==> config.mk <==
export PLATFORM = sky130hd
export DESIGN_NAME = lidar_target_follow_pd
export DESIGN_NICKNAME = d
export VERILOG_FILES = /design/src/rtl/ltf_pkg.sv /design/src/rtl/ltf_scan.sv /design/src/rtl/ltf_pd.sv /design/src/rtl/lidar_target_follow_pd.sv
export VERILOG_INCLUDE_DIRS = /design/src /design/src/rtl
export SDC_FILE = /design/constraint.sdc
export NUM_CORES = 2
export LEC_CHECK = 0
export ABC_AREA = 1
export BUFFER_PORTS_ARGS = -buffer_cell sky130_fd_sc_hd__clkbuf_2
export CAP_MARGIN = 20
export CELL_PAD_IN_SITES_DETAIL_PLACEMENT = 1
export CELL_PAD_IN_SITES_GLOBAL_PLACEMENT = 1
export CORE_ASPECT_RATIO = 0.5
export CORE_MARGIN = 2
export CORE_UTILIZATION = 40
export DETAILED_ROUTE_END_ITERATION = 6
export PLACE_DENSITY = 0.66
export SETUP_SLACK_MARGIN = 0.2
export SLEW_MARGIN = 10
export SYNTH_ARGS = -nofsm -noshare
export SYNTH_HDL_FRONTEND = slang
export SYNTH_SLANG_ARGS = --single-unit
==> constraint.sdc <==
create_clock -name clk -period 12.3 [get_ports clk]
set_input_delay 1.845 -clock clk [delete_from_list [all_inputs] [get_ports clk]]
set_output_delay 1.845 -clock clk [all_outputs]
set_load 0.005 [all_outputs]
==> src/rtl/lidar_target_follow_pd_assert.svh <==
// Assertion macros shared by the follower RTL.
// Needs clk and rst_n in the including module's scope.
`ifndef LIDAR_TARGET_FOLLOW_PD_ASSERT_SVH
`define LIDAR_TARGET_FOLLOW_PD_ASSERT_SVH

// Condition implies consequence in the same cycle.
`define LTF_ASSERT_NOW(lbl, ante, cons, msg) \
  lbl: assert property (@(posedge clk) disable iff (!rst_n) (ante) |-> (cons)) \
    else $error(msg);

// Condition implies consequence in the following cycle.
`define LTF_ASSERT_NEXT(lbl, ante, cons, msg) \
  lbl: assert property (@(posedge clk) disable iff (!rst_n) (ante) |=> (cons)) \
    else $error(msg);

// Invariant that holds at every edge out of reset.
`define LTF_ASSERT_ALWAYS(lbl, cond, msg) \
  lbl: assert property (@(posedge clk) disable iff (!rst_n) (cond)) \
    else $error(msg);

`endif

==> src/rtl/ltf_pkg.sv <==
// Types and constants for the lidar target follower.
// No dependencies; imported by every module of the block.
package ltf_pkg;

  localparam logic [15:0] NEAREST_START = 16'd65000;
  localparam logic [15:0] SECTOR_HIGH   = 16'd30000;
  localparam logic [15:0] SECTOR_LOW    = 16'd6000;
  localparam logic [15:0] HALF_TURN     = 16'd18000;
  localparam logic signed [17:0] FULL_TURN = 18'sd36000;

  // floor(x / 100) == (x * RECIP_M) >> RECIP_SHIFT, exact for x < 2**22
  localparam int unsigned RECIP_SHIFT = 28;
  localparam logic [21:0] RECIP_M     = 22'd2684355;

  typedef struct packed {
    logic        valid;
    logic        scan_end;
    logic [15:0] angle;
    logic [15:0] distance;
  } point_t;

  typedef struct packed {
    logic [15:0] band_min;
    logic [15:0] band_max;
    logic [15:0] keep;
  } band_cfg_t;

  typedef struct packed {
    logic [11:0] akp;
    logic [11:0] akd;
    logic [11:0] dkp;
    logic [11:0] dkd;
  } gain_cfg_t;

  typedef struct packed {
    logic               valid;
    logic               found;
    logic signed [15:0] a_err;
    logic signed [16:0] a_diff;
    logic signed [16:0] d_err;
    logic signed [17:0] d_diff;
  } err_t;

endpackage

==> src/rtl/ltf_scan.sv <==
// Running nearest-point search and PD error terms for the follower.
// Depends on ltf_pkg and the assertion macro header.
`include "lidar_target_follow_pd_assert.svh"

module ltf_scan import ltf_pkg::*; (
  input  logic      clk,
  input  logic      rst_n,
  input  logic      adv,
  input  point_t    pt,
  input  band_cfg_t cfg,
  output err_t      err_r
);

  logic [15:0]        near_d_r;
  logic [15:0]        near_a_r;
  logic signed [15:0] prev_a_r;
  logic signed [16:0] prev_d_r;

  logic               in_sector;
  logic               take;
  logic [15:0]        cur_d;
  logic [15:0]        cur_a;
  logic               found;
  logic signed [17:0] mapped;
  logic signed [17:0] a_neg;
  logic signed [15:0] a_err;
  logic signed [16:0] d_err;
  err_t               err_nxt;

  always_comb begin
    in_sector = (pt.angle > SECTOR_HIGH) || (pt.angle < SECTOR_LOW);
    take = in_sector && (pt.distance > cfg.band_min) && (pt.distance < cfg.band_max) &&
           (pt.distance < near_d_r);
    cur_d = take ? pt.distance : near_d_r;
    cur_a = take ? pt.angle : near_a_r;
    found = (cur_a != 16'd0);
    // wrap bearings above 180 degrees down by a full turn
    if (cur_a > HALF_TURN) begin
      mapped = $signed({2'b00, cur_a}) - FULL_TURN;
    end else begin
      mapped = $signed({2'b00, cur_a});
    end
    a_neg = -mapped;
    a_err = a_neg[15:0];
    d_err = $signed({1'b0, cfg.keep}) - $signed({1'b0, cur_d});
    err_nxt.valid  = pt.valid && pt.scan_end;
    err_nxt.found  = found;
    err_nxt.a_err  = a_err;
    err_nxt.a_diff = {a_err[15], a_err} - {prev_a_r[15], prev_a_r};
    err_nxt.d_err  = d_err;
    err_nxt.d_diff = {d_err[16], d_err} - {prev_d_r[16], prev_d_r};
  end

  always_ff @(posedge clk) begin
    if (!rst_n) begin
      near_d_r <= NEAREST_START;
      near_a_r <= 16'd0;
      prev_a_r <= 16'sd0;
      prev_d_r <= 17'sd0;
      err_r    <= '0;
    end else if (adv) begin
      err_r <= err_nxt;
      if (pt.valid) begin
        if (pt.scan_end) begin
          near_d_r <= NEAREST_START;
          near_a_r <= 16'd0;
          if (found) begin
            prev_a_r <= a_err;
            prev_d_r <= d_err;
          end
        end else begin
          near_d_r <= cur_d;
          near_a_r <= cur_a;
        end
      end
    end
  end

  `LTF_ASSERT_NEXT(a_scan_restart, adv && pt.valid && pt.scan_end, (near_d_r == NEAREST_START) && (near_a_r == 16'd0), "search not restarted after end of scan")
  `LTF_ASSERT_ALWAYS(a_near_bound, near_d_r <= NEAREST_START, "nearest distance above start value")
  `LTF_ASSERT_NOW(a_no_target_zero, err_r.valid && !err_r.found, err_r.a_err == 16'sd0, "angle error set without target")

endmodule

==> src/rtl/ltf_pd.sv <==
// PD arithmetic pipeline: products, sums, scaling and saturation.
// Depends on ltf_pkg; fed by ltf_scan.
module ltf_pd import ltf_pkg::*; (
  input  logic        clk,
  input  logic        rst_n,
  input  logic        adv,
  input  err_t        err,
  input  gain_cfg_t   gain,
  output logic        valid_r,
  output logic        found_r,
  output logic [15:0] fwd_r,
  output logic [15:0] turn_r
);

  // products
  logic               v2_r, f2_r;
  logic signed [28:0] pa_r;
  logic signed [29:0] pad_r;
  logic signed [29:0] pd_r;
  logic signed [30:0] pdd_r;
  logic signed [28:0] pa_nxt;
  logic signed [29:0] pad_nxt;
  logic signed [29:0] pd_nxt;
  logic signed [30:0] pdd_nxt;

  assign pa_nxt  = $signed({1'b0, gain.akp}) * err.a_err;
  assign pad_nxt = $signed({1'b0, gain.akd}) * err.a_diff;
  assign pd_nxt  = $signed({1'b0, gain.dkp}) * err.d_err;
  assign pdd_nxt = $signed({1'b0, gain.dkd}) * err.d_diff;

  // sums, magnitude for the turn path, truncating shift for the speed path
  logic               v3_r, f3_r, tneg3_r;
  logic [21:0]        tx3_r;
  logic [15:0]        fwd3_r;
  logic signed [30:0] an;
  logic signed [31:0] dn;
  logic signed [31:0] dn_adj;
  logic [30:0]        an_abs;
  logic signed [23:0] dq;
  logic signed [24:0] fwd_w;
  logic [15:0]        fwd_nxt;

  always_comb begin
    an     = pa_r + pad_r;
    dn     = pd_r + pdd_r;
    an_abs = an[30] ? 31'(-an) : 31'(an);
    dn_adj = dn + (dn[31] ? 32'sd255 : 32'sd0);
    dq     = dn_adj[31:8];
    fwd_w  = -{dq[23], dq};
    if (fwd_w > 25'sd32767) begin
      fwd_nxt = 16'h7fff;
    end else if (fwd_w < -25'sd32768) begin
      fwd_nxt = 16'h8000;
    end else begin
      fwd_nxt = fwd_w[15:0];
    end
  end

  // divide by 100 through the reciprocal
  logic        v4_r, f4_r, tneg4_r;
  logic [15:0] q4_r;
  logic [15:0] fwd4_r;
  logic [43:0] prod;
  logic [16:0] q_neg;
  logic [15:0] turn_nxt;

  assign prod = tx3_r * RECIP_M;

  always_comb begin
    q_neg = ~{1'b0, q4_r} + 17'd1;
    if (!tneg4_r) begin
      turn_nxt = (q4_r > 16'd32767) ? 16'h7fff : q4_r;
    end else begin
      turn_nxt = (q4_r > 16'd32768) ? 16'h8000 : q_neg[15:0];
    end
  end

  always_ff @(posedge clk) begin
    if (!rst_n) begin
      v2_r    <= 1'b0;
      v3_r    <= 1'b0;
      v4_r    <= 1'b0;
      valid_r <= 1'b0;
    end else if (adv) begin
      v2_r    <= err.valid;
      v3_r    <= v2_r;
      v4_r    <= v3_r;
      valid_r <= v4_r;
    end
  end

  always_ff @(posedge clk) begin
    if (adv) begin
      f2_r    <= err.found;
      pa_r    <= pa_nxt;
      pad_r   <= pad_nxt;
      pd_r    <= pd_nxt;
      pdd_r   <= pdd_nxt;
      f3_r    <= f2_r;
      tneg3_r <= an[30];
      tx3_r   <= an_abs[29:8];
      fwd3_r  <= fwd_nxt;
      f4_r    <= f3_r;
      tneg4_r <= tneg3_r;
      q4_r    <= prod[RECIP_SHIFT +: 16];
      fwd4_r  <= fwd3_r;
      found_r <= f4_r;
      fwd_r   <= f4_r ? fwd4_r : 16'd0;
      turn_r  <= f4_r ? turn_nxt : 16'd0;
    end
  end

endmodule

==> src/rtl/lidar_target_follow_pd.sv <==
// Top level of the lidar nearest-point follower with two PD loops.
// Depends on ltf_pkg, ltf_scan, ltf_pd and the assertion macro header.
//
//   channel  direction  payload (lowest bit first)
//   in_      sink       tdata: point_angle, point_distance; tlast: scan_end
//   out_     source     tdata: forward_speed, turn_rate; tuser: target_found
//   cfg_     sink       cfg_index selects register, cfg_wdata low bits written
//
// One point is taken every clock while the output is not stalled; a result
// is carried from the transfer of its end-of-scan point through the input
// register, search/error stage, multiplier stage, sum stage, reciprocal
// stage and output register. Only end-of-scan points make results.
// Reset (rst_n low, synchronous) restores register defaults and restarts
// the search. A stall on out_tready freezes the whole pipeline.
`include "lidar_target_follow_pd_assert.svh"

module lidar_target_follow_pd import ltf_pkg::*; (
  input  logic        clk,
  input  logic        rst_n,
  // point stream
  input  logic        in_tvalid,
  output logic        in_tready,
  input  logic [31:0] in_tdata,   // [15:0] point_angle, [31:16] point_distance
  input  logic        in_tlast,   // scan_end
  // command stream
  output logic        out_tvalid,
  input  logic        out_tready,
  output logic [31:0] out_tdata,  // [15:0] forward_speed, [31:16] turn_rate
  output logic [0:0]  out_tuser,  // [0] target_found
  // register writes
  input  logic        cfg_we,
  input  logic [2:0]  cfg_index,
  input  logic [15:0] cfg_wdata
);

  localparam logic [2:0] REG_BAND_MIN = 3'd0;
  localparam logic [2:0] REG_BAND_MAX = 3'd1;
  localparam logic [2:0] REG_KEEP     = 3'd2;
  localparam logic [2:0] REG_ANGLE_KP = 3'd3;
  localparam logic [2:0] REG_ANGLE_KD = 3'd4;
  localparam logic [2:0] REG_DIST_KP  = 3'd5;
  localparam logic [2:0] REG_DIST_KD  = 3'd6;

  band_cfg_t band_r;
  gain_cfg_t gain_r;

  // Hold register values; an index beyond the list is dropped.
  always_ff @(posedge clk) begin
    if (!rst_n) begin
      band_r.band_min <= 16'd200;
      band_r.band_max <= 16'd1000;
      band_r.keep     <= 16'd350;
      gain_r.akp      <= 12'd768;
      gain_r.akd      <= 12'd256;
      gain_r.dkp      <= 12'd256;
      gain_r.dkd      <= 12'd128;
    end else if (cfg_we) begin
      case (cfg_index)
        REG_BAND_MIN: band_r.band_min <= cfg_wdata;
        REG_BAND_MAX: band_r.band_max <= cfg_wdata;
        REG_KEEP:     band_r.keep     <= cfg_wdata;
        REG_ANGLE_KP: gain_r.akp      <= cfg_wdata[11:0];
        REG_ANGLE_KD: gain_r.akd      <= cfg_wdata[11:0];
        REG_DIST_KP:  gain_r.dkp      <= cfg_wdata[11:0];
        REG_DIST_KD:  gain_r.dkd      <= cfg_wdata[11:0];
        default: ;
      endcase
    end
  end

  // Advance the pipeline whenever the output register is empty or drains.
  logic   adv;
  point_t pt_r;

  assign adv       = !out_tvalid || out_tready;
  assign in_tready = adv;

  // Capture each point transfer; a bubble enters when no transfer occurs.
  always_ff @(posedge clk) begin
    if (!rst_n) begin
      pt_r.valid <= 1'b0;
    end else if (adv) begin
      pt_r.valid <= in_tvalid;
    end
  end

  always_ff @(posedge clk) begin
    if (adv) begin
      pt_r.scan_end <= in_tlast;
      pt_r.angle    <= in_tdata[15:0];
      pt_r.distance <= in_tdata[31:16];
    end
  end

  err_t        err;
  logic        res_found;
  logic [15:0] res_fwd;
  logic [15:0] res_turn;

  // Track the nearest front-sector point and form the error terms.
  ltf_scan u_scan (
    .clk   (clk),
    .rst_n (rst_n),
    .adv   (adv),
    .pt    (pt_r),
    .cfg   (band_r),
    .err_r (err)
  );

  // Run both PD loops; its last stage is the output register.
  ltf_pd u_pd (
    .clk     (clk),
    .rst_n   (rst_n),
    .adv     (adv),
    .err     (err),
    .gain    (gain_r),
    .valid_r (out_tvalid),
    .found_r (res_found),
    .fwd_r   (res_fwd),
    .turn_r  (res_turn)
  );

  assign out_tdata    = {res_turn, res_fwd};
  assign out_tuser[0] = res_found;

  `LTF_ASSERT_NOW(a_ready_when_empty, !out_tvalid, in_tready, "input blocked with empty output")
  `LTF_ASSERT_NOW(a_zero_without_target, out_tvalid && !out_tuser[0], out_tdata == 32'd0, "commands set without target")
  `LTF_ASSERT_NOW(a_turn_in_range, out_tvalid, (out_tdata[31:16] != 16'h8000) && (out_tdata[31:16] != 16'h7fff), "turn rate reached saturation")

endmodule

Yosys cells after proc, flatten, opt, wreduce, memory -nomap -nowiden
Index checks and enable logic that the tools add are counted.
Widths: inputs -> output; s select.
- logic and storage cells: 103
- input bits: 57
- flip-flop bits (word level): 497
- reductions and logical operators: 18
- multiply operators: 5
- $lt $le $gt $ge: 10
- bitwise logic cells: 1
- add/sub/neg operators: 11
- muxes and demuxes: 11
- equal/unequal tests: 6
- operators by type and width (cell ; number):
    $mux 16 ; 9
    $mul 13x17->30 ; 2
    $gt 16x15->1 const B ; 3
    $mul 22x22->44 const B ; 1
    $sub 16x16->17 ; 2
    $add 30x31->32 ; 1
    $add 32x32->32 ; 1
    $lt 16x16->1 ; 2
    $add 29x30->31 ; 1
    $mul 13x18->31 ; 1
    $mux 30 ; 1
    $neg 30->30 ; 1
    $mul 13x16->29 ; 1
    $gt 25x16->1 const B ; 1
    $lt 25x16->1 const B ; 1
    $neg 25->25 ; 1
    $sub 17x17->18 ; 1
    $add 16x1->16 const B ; 1
    $gt 16x16->1 ; 1
    $gt 16x16->1 const B ; 1
    $lt 16x13->1 const B ; 1
    $neg 16->16 ; 1
    $not 16->16 ; 1
    $reduce_and 2->1 ; 8
    11 further kinds ; 18

Longest topological paths before layout
- depth in word-level cells: 10
- depth in mapped cells: 44

Modules after synthesis
A second synthesis with hierarchy kept.
- cells, all modules: 8282
- area total of the unflattened synthesis: 66772.8 um2
- modules (own cells, without submodules) (module ; cells an instance ; instances ; sequential area each (um2) ; area each (um2)):
    ltf_pd ; 6270 ; 1 ; 6926.6 ; 52436.5
    ltf_scan ; 1437 ; 1 ; 2702.6 ; 9540.4
    lidar_target_follow_pd ; 575 ; 1 ; 2932.8 ; 4795.8

Worst setup path after synthesis
Ideal clock, no wire load.
- kind: input to output
- from: input out_tready
- to: output in_tready
- cell stages on the path: 4
- arrival time: 9.501 ns
- slack: 0.954 ns
- cell sequence: nor2_1 > inv_1 > clkbuf_1 > clkbuf_1
- cells in the longest elaborated chain, start to end: 1
- ends and longest elaborated chain (what ; line ; RTL):
    from (decl) ; lidar_target_follow_pd.sv:27 ; input logic out_tready,
    $logic_or 1x1->1 ; lidar_target_follow_pd.sv:75 ; assign adv = !out_tvalid || out_tready;
    to (decl) ; lidar_target_follow_pd.sv:22 ; output logic in_tready,
Every way passes these cells.

Final worst setup path
- from: register gain_r[25] (netlist bit)
- to: register u_pd.pad_r[28], data pin
- cells in the longest elaborated chain, start to end: 1
- ends and longest elaborated chain (what ; line ; RTL):
    from (decl) ; lidar_target_follow_pd.sv:45 ; gain_cfg_t gain_r;
    $mul 13x17->30 ; ltf_pd.sv:27 ; assign pad_nxt = $signed({1'b0, gain.akd}) * err.a_diff;
    named net u_pd.pad_nxt[28] ; ltf_pd.sv:22 ; logic signed [29:0] pad_nxt;
    to (signal assigned) ; ltf_pd.sv:96 ; pad_r <= pad_nxt;
    to (decl) ; ltf_pd.sv:18 ; logic signed [29:0] pad_r;
The timed path passes the listed nets, and every way through them passes these cells.
A chain may end at the register's enable or synchronous reset.

==> flow_summary.ini <==
[outcome]
status = finished clean

[final_layout]
area_growth_pct = 6.33
layout.nets = 9803
num_antenna_cells = 0
drive_gt1_frac = 0.0412
stdcell_count = 10400

[floorplan]
fp-row-count = 105
initial_utilization = 0.404
die_h_um = 292
core-area_mm2 = 0.164
die_w_um = 580
dieArea_mm2 = 0.169
ioPinCount = 92

[routing]
first_pass_iters = 7
avgRoutedWirePerCell_um = 18.3
viasPerCell = 4.93
drc_errors = 0
drtAntennaViolNets = 0
wl_um = 190000
vias = 51100
drt_iter0_markers = 2398

[timing]
maxSlewHeadroom = 0.280
finalSetupViolations = 0
final_max_slew_viol_count = 0
rsz0062_at_grt = no
min_period_ns = 7.00
final-hold-violation-count = 0
max_freq_ghz = 0.143
fin_skew_ns = 0.0605
tightest_slew_ns = 1.08
setup-tns-final_ns = 0
fin_crit_sh = 0.569
hold_ws_ns = 0.419

[clock_tree]
cts_made_buffers = 53
path_clk_slew_ns = 0.07
clk_path_buf_depth = 3
clkSinkCount = 497
cts_resized = 0
clkLatencyLatePin_ns = 0.70
cts_tree = built
ctsHoldBuffers = 0
cts.htree.levels = 2
root_buffer = clkbuf_16
cts_setup_buffers = 0

[synth]
yosysMostFrequentCell = inv_1
synth_top_area_frac = 0.282
yosys-top-cells-area = fa_1 28%, ha_1 13%, edfxtp_1 12%
syn_nets = 9880
synth-seq-area-share = 0.189
synth_ff_type = edfxtp_1
ys_ff_latch = 497
syn_inst = 8211
avgSynthCellArea_um2 = 8.08
synth_cell_types = 56
async_flop_share = 0
ys_warn_count = 0
yosysTopAreaCell = fa_1
synth_edf_count = 261
ys_top_cells_by_count = 2017 x inv_1, 1844 x nand2_1, 935 x fa_1
syn_area_mm2 = 0.0663

[grt]
antenna_found_initial = 5
grt_first_pass_wirelength_um = 310000
grt_pass1_vias = 55500
grt_max_degree = 104
overflow = 0
grt_use_total = 0.230

[setup_path]
worst-path-max-fanout = 18
reg2reg_depth = 22
crit_chain = nand2_1 -> fa_1 -> inv_1 -> fa_1 -> inv_1 -> fa_1 -> inv_1 -> fa_1 -> fa_1 -> ha_1 -> a21oi_1 -> a21boi_0 -> o221ai_1 -> a21oi_1 -> o21ai_0 -> a21boi_0 -> o21ai_0 -> a21boi_0 -> o21ai_0 -> a21boi_0 -> o21ai_0 -> xor2_1
critPathSlowestCell = dfxtp_1
worstSetupEndpointType = flop
crit_top_cell = fa_1
critPathKind = flop to flop
critPathBufInv = 3
regToRegSetupSlack_ns = 5.30
start_kind = flop
max_stage_delay_ns = 0.78
critPathTopFamily = adder cells
cp.arrival_ns = 7.41
r2r-start = gain_r[25]$_SDFFE_PN0P_
worst_r2r_endpoint = u_pd.pad_r[28]$_DFFE_PN_
cp.required_ns = 12.71

[hold_path]
whs_path_depth = 0
hold_end = u_pd.fwd4_r[5]$_DFFE_PN_
min_from = u_pd.fwd3_r[5]$_SDFFCE_PN1N_
holdCritPathClass = flop to flop

[place]
place.gp.congestion = 0.883
dp_cells = 10300
numPortBuffers = 91
post-dp-hpwl_um = 156000

[run]
drv_cap = 0
==> layer usage <==
layer / routed length (um) / part of all wire / GRT usage / up-vias
li1: - / - / - / 24700
met1: 93500 / 0.49 / 0.329 / 25500
met2: 86500 / 0.46 / 0.382 / 657
met3: 6810 / 0.036 / 0.0255 / 176
met4: 2900 / 0.015 / 0.0366 / 0
met5: 0 / 0 / 0 / -
==> through the flow <==
step | util | cell area, um^2 | setup slack, ns
6_report | 0.429 | 70500 | 5.30
5_1_grt | 0.429 | 70500 | 4.76
4_1_cts | 0.429 | 70500 | 5.26
3_5_place_dp | 0.418 | 68800 | 5.26
3_3_place_gp | 0.418 | 68800 | 5.39
2_1_floorplan | - | 66300 | 0.954
==> worst max path at each step <==
stage	end	cells past startpoint	slack, ns	from
3_3_place_gp	u_pd.q4_r[12]$_DFFE_PN_	25	5.39	u_pd.tx3_r[6]$_DFFE_PN_
3_5_place_dp	u_pd.pad_r[28]$_DFFE_PN_	22	5.26	gain_r[25]$_SDFFE_PN0P_
5_1_grt	u_scan.err_r[16]$_SDFFE_PN0N_	32	4.76	pt_r[3]$_DFFE_PN_
4_1_cts	u_pd.pad_r[28]$_DFFE_PN_	22	5.26	gain_r[25]$_SDFFE_PN0P_
6_report	u_pd.pad_r[28]$_DFFE_PN_	22	5.30	gain_r[25]$_SDFFE_PN0P_
2_1_floorplan	in_tready	4	0.95	out_tready
==> layout make-up <==
cell class / count / area (um^2)
clock inverter: 36 / 352
tap: 2193 / 2740
clock buffer: 62 / 1400
sequential: 497 / 12600
timing repair buffer: 115 / 642
inverter: 2040 / 7660
fill: 19900 / 93800
multi-input combinational: 5427 / 45200
==> worst register-to-register path: cells and delay by family (launching register included) <==
kind,cells,cell delay (ns)
compound gates,11,2.61
xor+xnor,1,0.16
flops,1,0.78
buf+inv,3,0.16
fa+ha+maj,6,2.85
simple gates,1,0.17
==> placed cells by master, fill, tap and decap left out, types with 6 or more instances in the layout <==
| cell type | count |
|---|---|
| a21boi_0 | 9 |
| a21o_1 | 7 |
| a21oi_1 | 376 |
| a31oi_1 | 10 |
| buf_4 | 24 |
| clkbuf_1 | 7 |
| clkbuf_16 | 55 |
| clkbuf_2 | 90 |
| clkinv_2 | 6 |
| dfxtp_1 | 236 |
| edfxtp_1 | 261 |
| fa_1 | 935 |
| ha_1 | 677 |
| inv_1 | 2016 |
| inv_2 | 22 |
| inv_6 | 8 |
| nand2_1 | 1844 |
| nand2_2 | 44 |
| nand3_1 | 241 |
| nand3_2 | 6 |
| nand3b_1 | 12 |
| nand4_1 | 70 |
| nor2_1 | 389 |
| nor2_2 | 35 |
| nor2_4 | 7 |
| nor3_1 | 38 |
| nor4_1 | 8 |
| o211ai_1 | 33 |
| o21a_1 | 11 |
| o21ai_0 | 307 |
| o21ai_1 | 7 |
| o21bai_1 | 67 |
| or2_2 | 11 |
| xnor2_1 | 73 |
| xor2_1 | 166 |
==> state kept, by name, indices dropped and copies added, names as in the netlist, 22 cells and up <==
register and cells:
u_pd.pdd_r 31, band_r 48, gain_r 48, u_scan.err_r 70, u_pd.pd_r 30, u_pd.tx3_r 22, u_pd.pa_r 29, pt_r 34
u_pd.pad_r 30
==> cell families (layout without fill, tap and decap cells) <==
kind of cell / after synthesis / count (layout) / share of synthesized area
adder cells (fa/ha/maj): 1612 / 1612 / 0.410
flip-flops: 497 / 497 / 0.189
buffers and inverters: 2287 / 2253 / 0.130
XOR/XNOR: 239 / 239 / 0.0316
AND/OR/NAND/NOR: 2718 / 2718 / 0.168
AO/OA/AOI/OAI: 858 / 858 / 0.0713
Power is left out: the tool's default activity adds up to more than one toggle a clock period on the data nets, which glitch-free logic cannot reach.
